**config.mk**
```make
export PLATFORM = sky130hd
export DESIGN_NAME = rfcc_accum
export DESIGN_NICKNAME = d
export VERILOG_FILES = /design/src/hdl/rfcc_pkg.sv /design/src/hdl/rfcc_accum.sv
export SDC_FILE = /design/constraint.sdc
export NUM_CORES = 1
export LEC_CHECK = 0
export BUFFER_PORTS_ARGS = -buffer_cell sky130_fd_sc_hd__buf_2
export CORE_MARGIN = 4
export CORE_UTILIZATION = 45
export CTS_BUF_LIST = sky130_fd_sc_hd__clkbuf_4
export CTS_CLUSTER_DIAMETER = 60
export DETAILED_ROUTE_END_ITERATION = 12
export HOLD_SLACK_MARGIN = 0.03
export PLACE_DENSITY = 0.66
export REMOVE_ABC_BUFFERS = 1
export SLEW_MARGIN = 20
export SYNTH_ARGS = -nofsm -noshare
export SYNTH_HDL_FRONTEND = slang
export SYNTH_SLANG_ARGS = --single-unit
```
**constraint.sdc**
```tcl
create_clock -name clock -period 3.8 [get_ports clock]
set_input_delay 0.76 -clock clock [delete_from_list [all_inputs] [get_ports clock]]
set_output_delay 0.76 -clock clock [all_outputs]
set_load 0.005 [all_outputs]
```
**src/hdl/rfcc_pkg.sv**
```systemverilog
`timescale 1ns / 1ps
package rfcc_pkg;

   localparam int BYTE_W              = 8;
   localparam int LEN_W               = 9;
   localparam int HEADER_BYTES        = 4;
   localparam int MAX_FRAME_BYTES_DEF = 511;
   localparam int LEN_FIELD_MAX       = 511;
   localparam int RSP_TDATA_W         = 48;

   typedef enum logic [1:0] {
      STATUS_VALID    = 2'd0,
      STATUS_MISMATCH = 2'd1,
      STATUS_SHORT    = 2'd2
   } status_type;

   typedef struct packed {
      logic [BYTE_W-1:0] data_length;
      logic [BYTE_W-1:0] command;
      logic [BYTE_W-1:0] sub_id;
      logic [BYTE_W-1:0] device_id;
      logic [LEN_W-1:0]  frame_length;
      logic              add_match;
      logic              xor_match;
      status_type        status;
   } result_type;

   localparam int RESULT_W = $bits(result_type);

endpackage

```
**src/hdl/rfcc_accum.sv**
```systemverilog
`timescale 1ns / 1ps
module rfcc_accum #(
   parameter int MAX_FRAME_BYTES = rfcc_pkg::MAX_FRAME_BYTES_DEF
) (
   input  logic                        clock,
   input  logic                        reset,
   input  logic                        in_accept,
   input  logic [rfcc_pkg::BYTE_W-1:0] rx_byte,
   input  logic                        last_byte,
   output logic                        result_valid,
   output rfcc_pkg::result_type        result
);

   localparam int CNT_W = $clog2(MAX_FRAME_BYTES + 1);
   localparam int EXT_W = (CNT_W + 1 > rfcc_pkg::LEN_W + 1) ? CNT_W + 1 : rfcc_pkg::LEN_W + 1;

   logic [rfcc_pkg::BYTE_W-1:0] xor_ff, xor_in;
   logic [rfcc_pkg::BYTE_W-1:0] add_ff, add_in;
   logic [rfcc_pkg::BYTE_W-1:0] prev_ff, prev_in;
   logic [CNT_W-1:0]            count_ff, count_in;
   logic [rfcc_pkg::BYTE_W-1:0] header_ff [rfcc_pkg::HEADER_BYTES];
   logic [rfcc_pkg::BYTE_W-1:0] header_in [rfcc_pkg::HEADER_BYTES];
   logic [rfcc_pkg::BYTE_W-1:0] header_now [rfcc_pkg::HEADER_BYTES];
   logic [EXT_W-1:0]            len_ext;
   logic                        xm;
   logic                        am;

   always_comb begin
      // byte at header position lands in the result of the same word
      for (int i = 0; i < rfcc_pkg::HEADER_BYTES; i++) begin
         header_now[i] = (count_ff == CNT_W'(i + 1)) ? rx_byte : header_ff[i];
      end

      len_ext = EXT_W'(count_ff) + EXT_W'(1);
      if (len_ext > EXT_W'(MAX_FRAME_BYTES)) begin
         len_ext = EXT_W'(MAX_FRAME_BYTES);
      end
      if (len_ext > EXT_W'(rfcc_pkg::LEN_FIELD_MAX)) begin
         len_ext = EXT_W'(rfcc_pkg::LEN_FIELD_MAX);
      end

      // XOR byte is the previous word; XOR of everything before it matches
      // exactly when the running XOR with it folded in is zero
      xm = (count_ff != '0) && ((xor_ff ^ prev_ff) == prev_ff);
      am = (count_ff != '0) && (add_ff == rx_byte);

      result_valid        = in_accept && last_byte;
      result.xor_match    = xm;
      result.add_match    = am;
      result.frame_length = len_ext[rfcc_pkg::LEN_W-1:0];
      result.device_id    = header_now[0];
      result.sub_id       = header_now[1];
      result.command      = header_now[2];
      result.data_length  = header_now[3];
      if (count_ff == '0) begin
         result.status = rfcc_pkg::STATUS_SHORT;
      end else if (xm && am) begin
         result.status = rfcc_pkg::STATUS_VALID;
      end else begin
         result.status = rfcc_pkg::STATUS_MISMATCH;
      end

      xor_in   = xor_ff;
      add_in   = add_ff;
      prev_in  = prev_ff;
      count_in = count_ff;
      for (int i = 0; i < rfcc_pkg::HEADER_BYTES; i++) begin
         header_in[i] = header_ff[i];
      end
      if (in_accept) begin
         if (last_byte) begin
            // clear for the next frame
            xor_in   = '0;
            add_in   = '0;
            prev_in  = '0;
            count_in = '0;
            for (int i = 0; i < rfcc_pkg::HEADER_BYTES; i++) begin
               header_in[i] = '0;
            end
         end else begin
            xor_in  = xor_ff ^ rx_byte;
            add_in  = add_ff + rx_byte;
            prev_in = rx_byte;
            if (count_ff != CNT_W'(MAX_FRAME_BYTES)) begin
               count_in = count_ff + CNT_W'(1);
            end
            for (int i = 0; i < rfcc_pkg::HEADER_BYTES; i++) begin
               header_in[i] = header_now[i];
            end
         end
      end
   end

   always_ff @(posedge clock) begin
      if (reset) begin
         xor_ff   <= '0;
         add_ff   <= '0;
         prev_ff  <= '0;
         count_ff <= '0;
         for (int i = 0; i < rfcc_pkg::HEADER_BYTES; i++) begin
            header_ff[i] <= '0;
         end
      end else begin
         xor_ff   <= xor_in;
         add_ff   <= add_in;
         prev_ff  <= prev_in;
         count_ff <= count_in;
         for (int i = 0; i < rfcc_pkg::HEADER_BYTES; i++) begin
            header_ff[i] <= header_in[i];
         end
      end
   end

endmodule

```
# After elaboration in Yosys (flattened, before gate mapping)
# Memories as Yosys holds them, arrays and structs flattened.
# Index checks and enable logic that the tools add are counted.
# totals
reg_bits,33
mem_bits_rw,32
input_bits,12
output_inout_bits,46
elab_cells,53
mem_count,1
# memory_table
name,words,width,rd,rd_clocked_by_memory_dff,write_ports,line,rtl
header_ff,4,8,4,0,4,rfcc_accum.sv:21,logic [rfcc_pkg::BYTE_W-1:0] header_ff [rfcc_pkg::HEADER_BYTES];
# op_classes
add_sub_neg,3
n_lt_le_gt_ge,2
eq_ne,7
mux,22
n_bitwise,6
reduce_logical,8
# op_table
op,count
$mux W8,11
$mux W32,2
$mux W9,3
$gt A10 B9 Y1 const B,2
$eq A9 B2 Y1 const B,2
$eq A8 B8 Y1,2
$xor A8 B8 Y8,2
$add A9 B1 Y10 const B,1
$mux W10,1
$add A9 B1 Y9 const B,1
$eq A9 B1 Y1 const B,1
$eq A9 B3 Y1 const B,1
$logic_not A9 Y1,1
$ne A9 B9 Y1 const B,1
$reduce_bool A9 Y1,1
$add A8 B8 Y8,1
$logic_and A1 B1 Y1,4
$mux W1,4
$or A1 B1 Y1,4
$mux W2,1
$reduce_and A2 Y1,1
$reduce_bool A2 Y1,1

# Longest topological paths before layout
# Gate-level depths: netlist of run 1.
# depth
depth_word,6
ltp_mapped,10
ltp_nobuf,10

# Worst setup path after synthesis of run 1
# Ideal clock, no wire load.
# synth_path
path_type,register to output
start,register count_ff[3]
end,output result[37] in the netlist's numbering
arrival_ns,1.991
required_time_ns,3.040
slack_ns,1.049
stages_incl_launch_ff,6
n_path_buf,2
cell_sequence,dfxtp_1 > buf_6 > or4_1 > buf_6 > nor4_4 > mux2_2
# synth_rtl
item,line,rtl
from (decl),rfcc_accum.sv:20,"logic [CNT_W-1:0] count_ff, count_in;"
from (signal assigned),rfcc_accum.sv:107,count_ff <= count_in;
to (decl),rfcc_accum.sv:11,output rfcc_pkg::result_type result

==> metrics.md, run 1 <==
| Metric | Value |
|---|---|
| Cells after Synth | 392 |
| Share of layout cells above drive strength 1 | 0.2805 |
| Area growth syn-to-layout | 13.24% |
| Post-synthesis sequential area ratio | 0.3393 |
| Routed wire per std cell | 15.32 µm |
| Register area | 0.001141 mm² |
| Post-synthesis cell area | 0.003363 mm² |
| HP Class | reg -> reg |
| Setup Buffers After CTS | 0 |
| Req. time, crit path | 3.04 ns |
| DR iter-0 viols | approximately 230 |
| EDFF count, synth | 0 |
| Initial Util | 0.4637 |
| Syn Area/Cell | roughly 8.6 µm² |
| Final #Nets | 455 |
| Fin Setup TNS | 0 ns |
| Clk slew on worst S/H paths | 0.11 ns |
| Worst path top cell family by delay | simple AND/OR/NAND/NOR gates |
| P_sw | 0.3668 mW |
| Prevailing post-synth register cell | dfxtp_1 |
| RSZ-0062 raised after global routing | no |
| Max-slew headroom | 0.4891 |
| Clk_skew | 0.01984 ns |
| Hold_buf cts | 0 |
| Fin. Hold Viols | 0 |
| Tcrit/Tclk final | 0.9498 |
| Longest Clk Path Bufs | 2 |
| Number of nets still failing antenna checks after routing | 0 |
| Count of different cell masters after synthesis | 43 |
| Die Span X | 94.45 µm |
| First-pass GRT wire length | between 10000 and 15000 µm |
| Total die area | ~0.0089 mm² |
| Switching share of power | 0.2813 |
| Cells along the critical path | or4_1, nor4_4, mux2_2, buf_2 |
| Remaining DRCs | 0 |
| CTS Buf Count | 9 |
| Clock power share | 0.405 |
| Global route total overflow | 0 |
| I/O pin count | 58 |
| Outcome | finished, final reports clean |
| Fillers | 696 |
| IO Port Bufs | between 50 and 60 |
| Final Max Tran Viols | 0 |
| Worst path bufs/invs | 1 |
| DR vias/cell | between 5 and 6 |
| Rows | 31 |
| HPWL after detailed placement | around 5600 µm |
| CTS tree | done |
| Yosys Warn Count | 0 |
| Final Non-Filler Cells | 534 |
| Resized Gates After CTS | 0 |
| Dpl cells | approximately 520 |
| F_max | 277.1 MHz |
| Root buffer cell | clkbuf_4 |
| Total track usage | 0.1896 |
| Clk sinks | 57 |
| Crit path launch type | flop |
| Crit path kind | reg -> out |
| FFs w/ async S/R, synth | 0 |
| Power Internal | between 0.9 and 1 mW |
| Diode count | 0 |
| PD cells | 342.4 mW/mm² |
| Die H | 94.45 µm |
| Setup violations, final | 0 |
| Seq pwr share | 0.472 |
| DR vias | 2936 |
| Crit end category | output pin |
| Vias in the first global route | 2732 |
| Multi-input logic area | 0.002039 mm² |
| Clk_lat worst skew | 0.41 ns |
| Minimum hold slack | ~0.47 ns |
| Worst VDD drop | 0.0002040 V |
| Gpl congestion | 0.7549 |
| CORE AREA | between 0.007 and 0.008 mm² |
| Max-Cap Viols | 0 |
| Max incr delay on CP | 0.76 ns |
| DRT Pass-1 Iters | 4 |
| Worst endpoint data arrival time | 2.85 ns |
| Fin crit period | 3.609 ns |
| Static Leak | about 1.7 nW |
| Synthesized flop and latch total | 57 |
| Largest net degree at the start of global routing | 36 |
| Initial antenna violation count | 0 |
| H-Tree Depth | 3 |
| Max FO, Critical Path | 10 |
| Least-Margin Pin Slew | around 0.76 ns |
| Logic gate share of total power | 0.123 |
| Total wire length | just over 8000 µm |
| Slowest-stage cell, CP | or4_1 |
[through the flow]
| stage | area, µm² | util | power, mW | setup WS (ns) |
|---|---|---|---|---|
| floorplan | 3207 | - | 0.7176 | 0.9997 |
| global placement | 3638 | 0.5016 | 0.7868 | 0.6546 |
| detailed placement | 3638 | 0.5016 | 0.7898 | 0.6209 |
| CTS | 3809 | 0.5251 | 1.316 | 0.1406 |
| global route | 3809 | 0.5251 | 1.358 | 0.05232 |
| finish | 3809 | 0.5251 | 1.304 | 0.1906 |
[synth_stat cells, types with 2 or more instances]
cell type / number / share of area
o21ai_4: 4 / 0.019
buf_4: 2 / 0.0045
ha_1: 12 / 0.045
nor3_1: 6 / 0.0089
nor2_1: 73 / 0.081
inv_1: 7 / 0.0078
or3_1: 2 / 0.0037
mux2_2: 32 / 0.11
a21o_1: 3 / 0.0067
xor2_1: 5 / 0.013
nor4_4: 4 / 0.025
a22oi_1: 35 / 0.078
nor4_1: 4 / 0.0074
and3_1: 2 / 0.0037
nand3_1: 5 / 0.0074
clkbuf_1: 20 / 0.022
nand2b_1: 9 / 0.017
o21ai_0: 16 / 0.024
buf_2: 8 / 0.012
dfxtp_1: 57 / 0.34
a21oi_1: 22 / 0.033
buf_6: 2 / 0.0067
nand2_1: 28 / 0.031
xnor2_1: 4 / 0.010
nor2b_1: 3 / 0.0056
nor2_8: 4 / 0.024
nand4_1: 3 / 0.0056
a32oi_1: 4 / 0.010
o211ai_1: 2 / 0.0045
[cells in the final DEF (no fill, tap or decap), types with 2 or more instances in the layout]
| cell type | n |
|---|---|
| nor4_4 | 4 |
| o21ai_4 | 4 |
| clkbuf_4 | 9 |
| xnor2_1 | 4 |
| nand2b_1 | 9 |
| mux2_2 | 32 |
| or3_1 | 2 |
| and3_1 | 2 |
| buf_4 | 3 |
| inv_1 | 7 |
| nor2_8 | 4 |
| nand4_1 | 3 |
| nor4_1 | 4 |
| nor2b_1 | 3 |
| o21ai_0 | 16 |
| a32oi_1 | 4 |
| clkinv_4 | 3 |
| a22oi_1 | 35 |
| nor2_1 | 73 |
| ha_1 | 12 |
| bufinv_16 | 2 |
| dfxtp_1 | 57 |
| nor3_1 | 6 |
| xor2_1 | 5 |
| a21o_1 | 3 |
| o211ai_1 | 2 |
| nand3_1 | 5 |
| buf_2 | 57 |
| nand2_1 | 28 |
| a21oi_1 | 22 |
[cell families after synthesis]
logic type,synth area share
compound gates,0.1949
xor+xnor,0.02344
fa+ha+maj,0.05059
buf+inv,0.05431
flops,0.3393
mux,0.1071
simple gates,0.2303
[tightest hold or removal path, stage by stage, from the launching register on]
cell and delay (ns):
dfxtp_1 0.32, nand2_1 0.06, a21oi_1 0.05
[routing by layer]
| metal | wire length (µm) | vias up | global-route usage |
|---|---|---|---|
| li1 | - | 1472 | - |
| met1 | 3896 | 1393 | 0.2462 |
| met2 | 3857 | 62 | 0.3144 |
| met3 | 343 | 9 | 0.04303 |
| met4 | 82 | 0 | 0.05649 |
| met5 | 0 | - | 0 |
[power by group through the flow]
stage	clock network [mW]	logic (mW)	registers, mW
after floorplan	0	0.0907	0.627
after global placement	0	0.158	0.628
after detailed placement	0	0.161	0.629
after CTS	0.539	0.162	0.615
after global routing	0.560	0.180	0.617
final	0.528	0.161	0.615
[sequential cells by signal (all words and copies together), names as in the netlist]
signal / count
count_ff: 9
xor_ff: 8
add_ff: 8
header_ff: 32
[final cells by class]
cell class | count | area share
well taps | 99 | 0.03252
multi-input cells | 295 | 0.5355
flip-flops and latches | 57 | 0.2996
inverters | 7 | 0.006899
repair buffers | 60 | 0.08081
clock inverters | 7 | 0.02694
clock buffers | 9 | 0.01774
[path summary, 6_finish.rpt]
path | from | to | slack, ns | cells past startpoint
worst max register to register | count_ff[3] | header_ff[3][0] | 1.34 | 5
worst min-delay path | add_ff[3] | add_ff[3] | 0.47 | 2
worst min register to register | add_ff[3] | add_ff[3] | 0.47 | 2
worst max-delay path | count_ff[3] | result[14] | 0.19 | 4
Note: power is estimated with default switching activity, not from simulation.
==> inputs of run 2 (changes only) <==
--- a/config.mk
+++ b/config.mk
@@ -12,7 +12,7 @@
 export CTS_CLUSTER_DIAMETER = 60
 export DETAILED_ROUTE_END_ITERATION = 12
 export HOLD_SLACK_MARGIN = 0.03
-export PLACE_DENSITY = 0.66
+export PLACE_DENSITY = 0.78
 export REMOVE_ABC_BUFFERS = 1
 export SLEW_MARGIN = 20
 export SYNTH_ARGS = -nofsm -noshare
==> metrics.md, run 2 (same netlist as run 1, synthesis figures left out) <==
| Metric | Value |
|---|---|
| Outcome | finished, final reports clean |
| Routed wire per std cell | 15.16 µm |
| Worst endpoint data arrival time | between 2 and 3 ns |
| Crit end category | output pin |
| Final #Nets | 455 |
| CORE AREA | 0.007253 mm² |
| Logic gate share of total power | 0.123 |
| Final worst-path setup slack | 0.2198 ns |
| Number of nets still failing antenna checks after routing | 0 |
| Fin crit period | 3.580 ns |
| Clk_lat worst skew | 0.40 ns |
| Dpl cells | 518 |
| H-Tree Depth | 3 |
| HPWL after detailed placement | 5695 µm |
| Pre-CTS WS | 0.6667 ns |
| DRT Pass-1 Iters | 5 |
| RSZ-0062 raised after global routing | no |
| P_sw | 0.3596 mW |
| Share of layout cells above drive strength 1 | 0.2805 |
| Longest Clk Path Bufs | 2 |
| PD cells | around 340 mW/mm² |
| Clk sinks | 57 |
| Clock power share | 0.403 |
| Final Max Tran Viols | 0 |
| Least-Margin Pin Slew | 1.047 ns |
| Seq pwr share | 0.474 |
| Resized Gates After CTS | 0 |
| Max-slew headroom | 0.3021 |
| Multi-input logic area | 0.002039 mm² |
| F_max | about 280 MHz |
| DR iter-0 viols | around 270 |
| Gpl congestion | between 0.8 and 0.9 |
| Power Internal | 0.9386 mW |
| Switching share of power | 0.2770 |
| Die H | 94.45 µm |
| Clk_skew | 0.01260 ns |
| Minimum hold slack | 0.4873 ns |
| Die Span X | roughly 94 µm |
| Regs by FF count | header_ff x32, count_ff x9 |
| Static Leak | 1.706 nW |
| Total die area | 0.008921 mm² |
| Commonest non-fill, non-tap cell in the layout | nor2_1 |
| Root buffer cell | clkbuf_4 |
| Remaining DRCs | 0 |
| Crit path launch type | flop |
| Slowest-stage cell, CP | or4_1 |
| DR vias | 2995 |
| Total power | 1.298 mW |
| Final Non-Filler Cells | 534 |
| Global route total overflow | 0 |
| Fin. Hold Viols | 0 |
| Area growth syn-to-layout | 13.28% |
| Max FO, Critical Path | 10 |
| Worst VDD drop | ~0.00015 V |
| Total track usage | 0.1899 |
| Setup Buffers After CTS | 0 |
| Max reg flops | 32 |
| Hold_buf cts | 0 |
| Register area | 0.001141 mm² |
| Total wire length | 8095 µm |
| CTS tree | done |
| Initial Util | 0.4637 |
| Vias in the first global route | ~2.8k |
| CTS Buf Count | 9 |
| IO Port Bufs | 57 |
| Rows | 31 |
| Tcrit/Tclk final | 0.9422 |
| Largest net degree at the start of global routing | 59 |
| Setup violations, final | 0 |
| Most flops, register | header_ff |
| Max-Cap Viols | 0 |
| Initial antenna violation count | 0 |
| Clk slew on worst S/H paths | 0.11 ns |
| HP Class | reg -> reg |
| Diode count | 0 |
| Cells along the critical path | or4_1, nor4_4, mux2_2, buf_2 |
| Max incr delay on CP | 0.75 ns |
| First-pass GRT wire length | 13400 µm |
| Crit path kind | reg -> out |
| Fin Setup TNS | 0 ns |
| I/O pin count | between 50 and 60 |
| Req. time, crit path | 3.04 ns |
| Most frequent cells in the layout | 73 x nor2_1, 57 x dfxtp_1, 57 x buf_2, 35 x a22oi_1, 32 x mux2_2 |
| DR vias/cell | 5.609 |
| Fillers | 683 |
-- run 2: worst paths after layout --
kind	start	to	slack (ns)	cells past startpoint
setup / recovery	count_ff[3]	result[43]	0.22	4
hold reg to reg	add_ff[3]	add_ff[3]	0.49	2
hold / removal	add_ff[3]	add_ff[3]	0.49	2
setup reg to reg	count_ff[3]	header_ff[3][0]	1.31	5
-- run 2: final cells by class --
cell class | instances | share of cell area
multi-input combinational | 295 | 0.5353
sequential | 57 | 0.2995
timing repair buffer | 60 | 0.08079
tap | 99 | 0.03251
clock inverter | 7 | 0.02726
clock buffer | 9 | 0.01773
inverter | 7 | 0.006897
-- run 2: power by group through the flow --
stage | sequential, mW | clock (mW) | combinational [mW]
floorplan | 0.627 | 0 | 0.0907
global placement | 0.628 | 0 | 0.156
detailed placement | 0.629 | 0 | 0.160
CTS | 0.615 | 0.535 | 0.161
global route | 0.617 | 0.568 | 0.178
finish | 0.615 | 0.523 | 0.160
-- run 2: metrics by stage --
stage	utilization	area (µm²)
after floorplan	-	3207
after global placement	0.5016	3638
after detailed placement	0.5016	3638
after CTS	0.5253	3810
after global routing	0.5253	3810
final	0.5253	3810
-- run 2: per-layer routing --
layer  vias to the layer above  GRT usage  wire (µm)  part of all wire
li1                       1464          -          -                 -
met5                         -          0          0                 0
met3                        10    0.04622        462             0.057
met1                      1434     0.2440       3596              0.44
met4                         0    0.07332        105             0.013
met2                        87     0.3073       3931              0.49
-- run 2: critical path, delay by kind of cell (launching register included) --
family                 cells  cell delay, ns
AND/OR/NAND/NOR            2            1.47
multiplexers               1            0.43
flip-flops                 1            0.40
buffers and inverters      1            0.13
==> inputs of run 3 (changes only) <==
--- a/config.mk
+++ b/config.mk
@@ -6,6 +6,7 @@
 export NUM_CORES = 1
 export LEC_CHECK = 0
 export BUFFER_PORTS_ARGS = -buffer_cell sky130_fd_sc_hd__buf_2
+export CORE_ASPECT_RATIO = 0.6
 export CORE_MARGIN = 4
 export CORE_UTILIZATION = 45
 export CTS_BUF_LIST = sky130_fd_sc_hd__clkbuf_4
==> metrics.md, run 3 (same netlist as run 1, synthesis figures left out) <==
| Metric | Value |
|---|---|
| Least-Margin Pin Slew | approximately 1.1 ns |
| Final #Nets | 454 |
| F_max | 278.2 MHz |
| Commonest non-fill, non-tap cell in the layout | nor2_1 |
| Largest net degree at the start of global routing | between 50 and 60 |
| CORE AREA | 0.007267 mm² |
| Diode count | 0 |
| PD cells | ~310 mW/mm² |
| Outcome | finished, final reports clean |
| Worst VDD drop | 0.0001667 V |
| GR peak layer | met2 |
| Crit path kind | reg -> out |
| Max incr delay on CP | 0.77 ns |
| Clock power share | 0.324 |
| Initial antenna violation count | 0 |
| Most flops, register | header_ff |
| Switching share of power | 0.3042 |
| Number of nets still failing antenna checks after routing | 0 |
| RSZ-0062 raised after global routing | no |
| CTS tree | done |
| DR vias/cell | 5.660 |
| Fillers | roughly 700 |
| DR iter-0 viols | 302 |
| Met1 Use GR | 0.2710 |
| Gpl congestion | 0.8464 |
| Final worst-path setup slack | 0.2057 ns |
| DR vias | 3045 |
| Root buffer cell | clkbuf_4 |
| Crit end category | output pin |
| Worst path bufs/invs | 1 |
| Fin. Hold Viols | 0 |
| Pre-CTS WS | 0.6392 ns |
| Global route total overflow | 0 |
| Worst path top cell family by delay | simple AND/OR/NAND/NOR gates |
| Die H | 74.97 µm |
| Static Leak | 1.674 nW |
| Minimum hold slack | 0.4755 ns |
| Vias in the first global route | 2840 |
| Crit path launch type | flop |
| Final Max Tran Viols | 0 |
| First-pass GRT wire length | 14060 µm |
| Routed wire per std cell | 16.12 µm |
| Die Span X | 119.6 µm |
| Met3 usage | 0.05030 |
| Fin Setup TNS | 0 ns |
| Max-Cap Viols | 0 |
| HPWL after detailed placement | just under 6000 µm |
| Power Internal | 0.8021 mW |
| Total die area | 0.008967 mm² |
| Cells along the critical path | or4_1, nor4_4, mux2_2, buf_2 |
| Fin crit period | 3.594 ns |
| Share of layout cells above drive strength 1 | 0.2765 |
| Regs by FF count | header_ff x32, count_ff x9 |
| Remaining DRCs | 0 |
| Longest Clk Path Bufs | 2 |
| Clk_skew | 0.01317 ns |
| Final instance area | 0.003747 mm² |
| Seq pwr share | 0.534 |
| P_sw | 0.3506 mW |
| Rows | 24 |
| Max-slew headroom | 0.2947 |
| DRT Pass-1 Iters | 5 |
| Register area | 0.001141 mm² |
| Setup violations, final | 0 |
| Met2 Usage GRT | 0.3175 |
| Tcrit/Tclk final | 0.9459 |
| IO Port Bufs | 57 |
| Req. time, crit path | between 3 and 4 ns |
| Most frequent cells in the layout | 73 x nor2_1, 57 x dfxtp_1, 57 x buf_2, 35 x a22oi_1, 32 x mux2_2 |
| Hold_buf cts | 0 |
| Slowest-stage cell, CP | or4_1 |
| Worst endpoint data arrival time | 2.83 ns |
| Clk_lat worst skew | slightly above 0.4 ns |
| Multi-input logic area | 0.002039 mm² |
| Max FO, Critical Path | 10 |
| CTS Buf Count | 9 |
| Area after DPL | 0.003637 mm² |
| Area growth syn-to-layout | 11.42% |
| Setup Buffers After CTS | 0 |
| Clk sinks | 57 |
| Logic gate share of total power | 0.142 |
| Clk slew on worst S/H paths | about 0.10 ns |
| H-Tree Depth | 3 |
| Total track usage | 0.1969 |
| HP Class | reg -> reg |
| Resized Gates After CTS | 0 |
| Total wire length | 8674 µm |
| Initial Util | 0.4628 |
| Max reg flops | 32 |
| I/O pin count | 58 |
run 3: cell count changes in the layout (fill, tap and decap cells not counted):
cell	before	now
clkbuf_4	9	10
buf_4	3	2
inv_6	1	0
clkinv_4	4	1
clkinv_2	0	3
clkinv_1	0	1
clkinvlp_4	0	1
bufinv_16	2	0
run 3: metal layers:
layer / wire, µm / part of all wire / up-vias
met1: 4175 / 0.48 / 1462
met2: 3842 / 0.44 / 113
met5: 0 / 0 / -
met3: 588 / 0.068 / 11
met4: 68 / 0.0078 / 0
li1: - / - / 1459
run 3: cell type report:
class | instances | area share
Tap cell | 104 | 0.03472
Inverter | 7 | 0.007012
Timing Repair Buffer | 59 | 0.08013
Clock inverter | 6 | 0.009349
Sequential cell | 57 | 0.3045
Multi-Input combinational cell | 295 | 0.5442
Clock buffer | 10 | 0.02003
run 3: worst register-to-register path, cell delays in order (launching register included):
cell and delay, ns:
dfxtp_1 0.41, or4_1 0.77, nor4_4 0.69, o21ai_4 0.17, a22oi_1 0.25, nor2_1 0.07
run 3: stage by stage:
stage               utilization  total power [mW]  instances
global placement         0.5005            0.7839        522
detailed placement       0.5005            0.7889        522
finish                   0.5157             1.153        538
global route             0.5157             1.202        538
floorplan                     -            0.7176        359
CTS                      0.5157             1.156        538
run 3: worst paths after layout:
kind / startpoint / endpoint / slack [ns] / cells past startpoint
worst min-delay path: add_ff[3] / add_ff[3] / 0.48 / 2
worst min register to register: add_ff[3] / add_ff[3] / 0.48 / 2
worst max register to register: count_ff[3] / header_ff[2][2] / 1.31 / 5
worst max-delay path: count_ff[3] / result[43] / 0.21 / 4
run 3: power by group through the flow:
stage               clock [mW]  sequential [mW]  combinational [mW]
finish                   0.374            0.615               0.163
global route             0.406            0.617               0.180
CTS                      0.379            0.615               0.162
detailed placement           0            0.629               0.160
global placement             0            0.628               0.155
floorplan                    0            0.627              0.0907
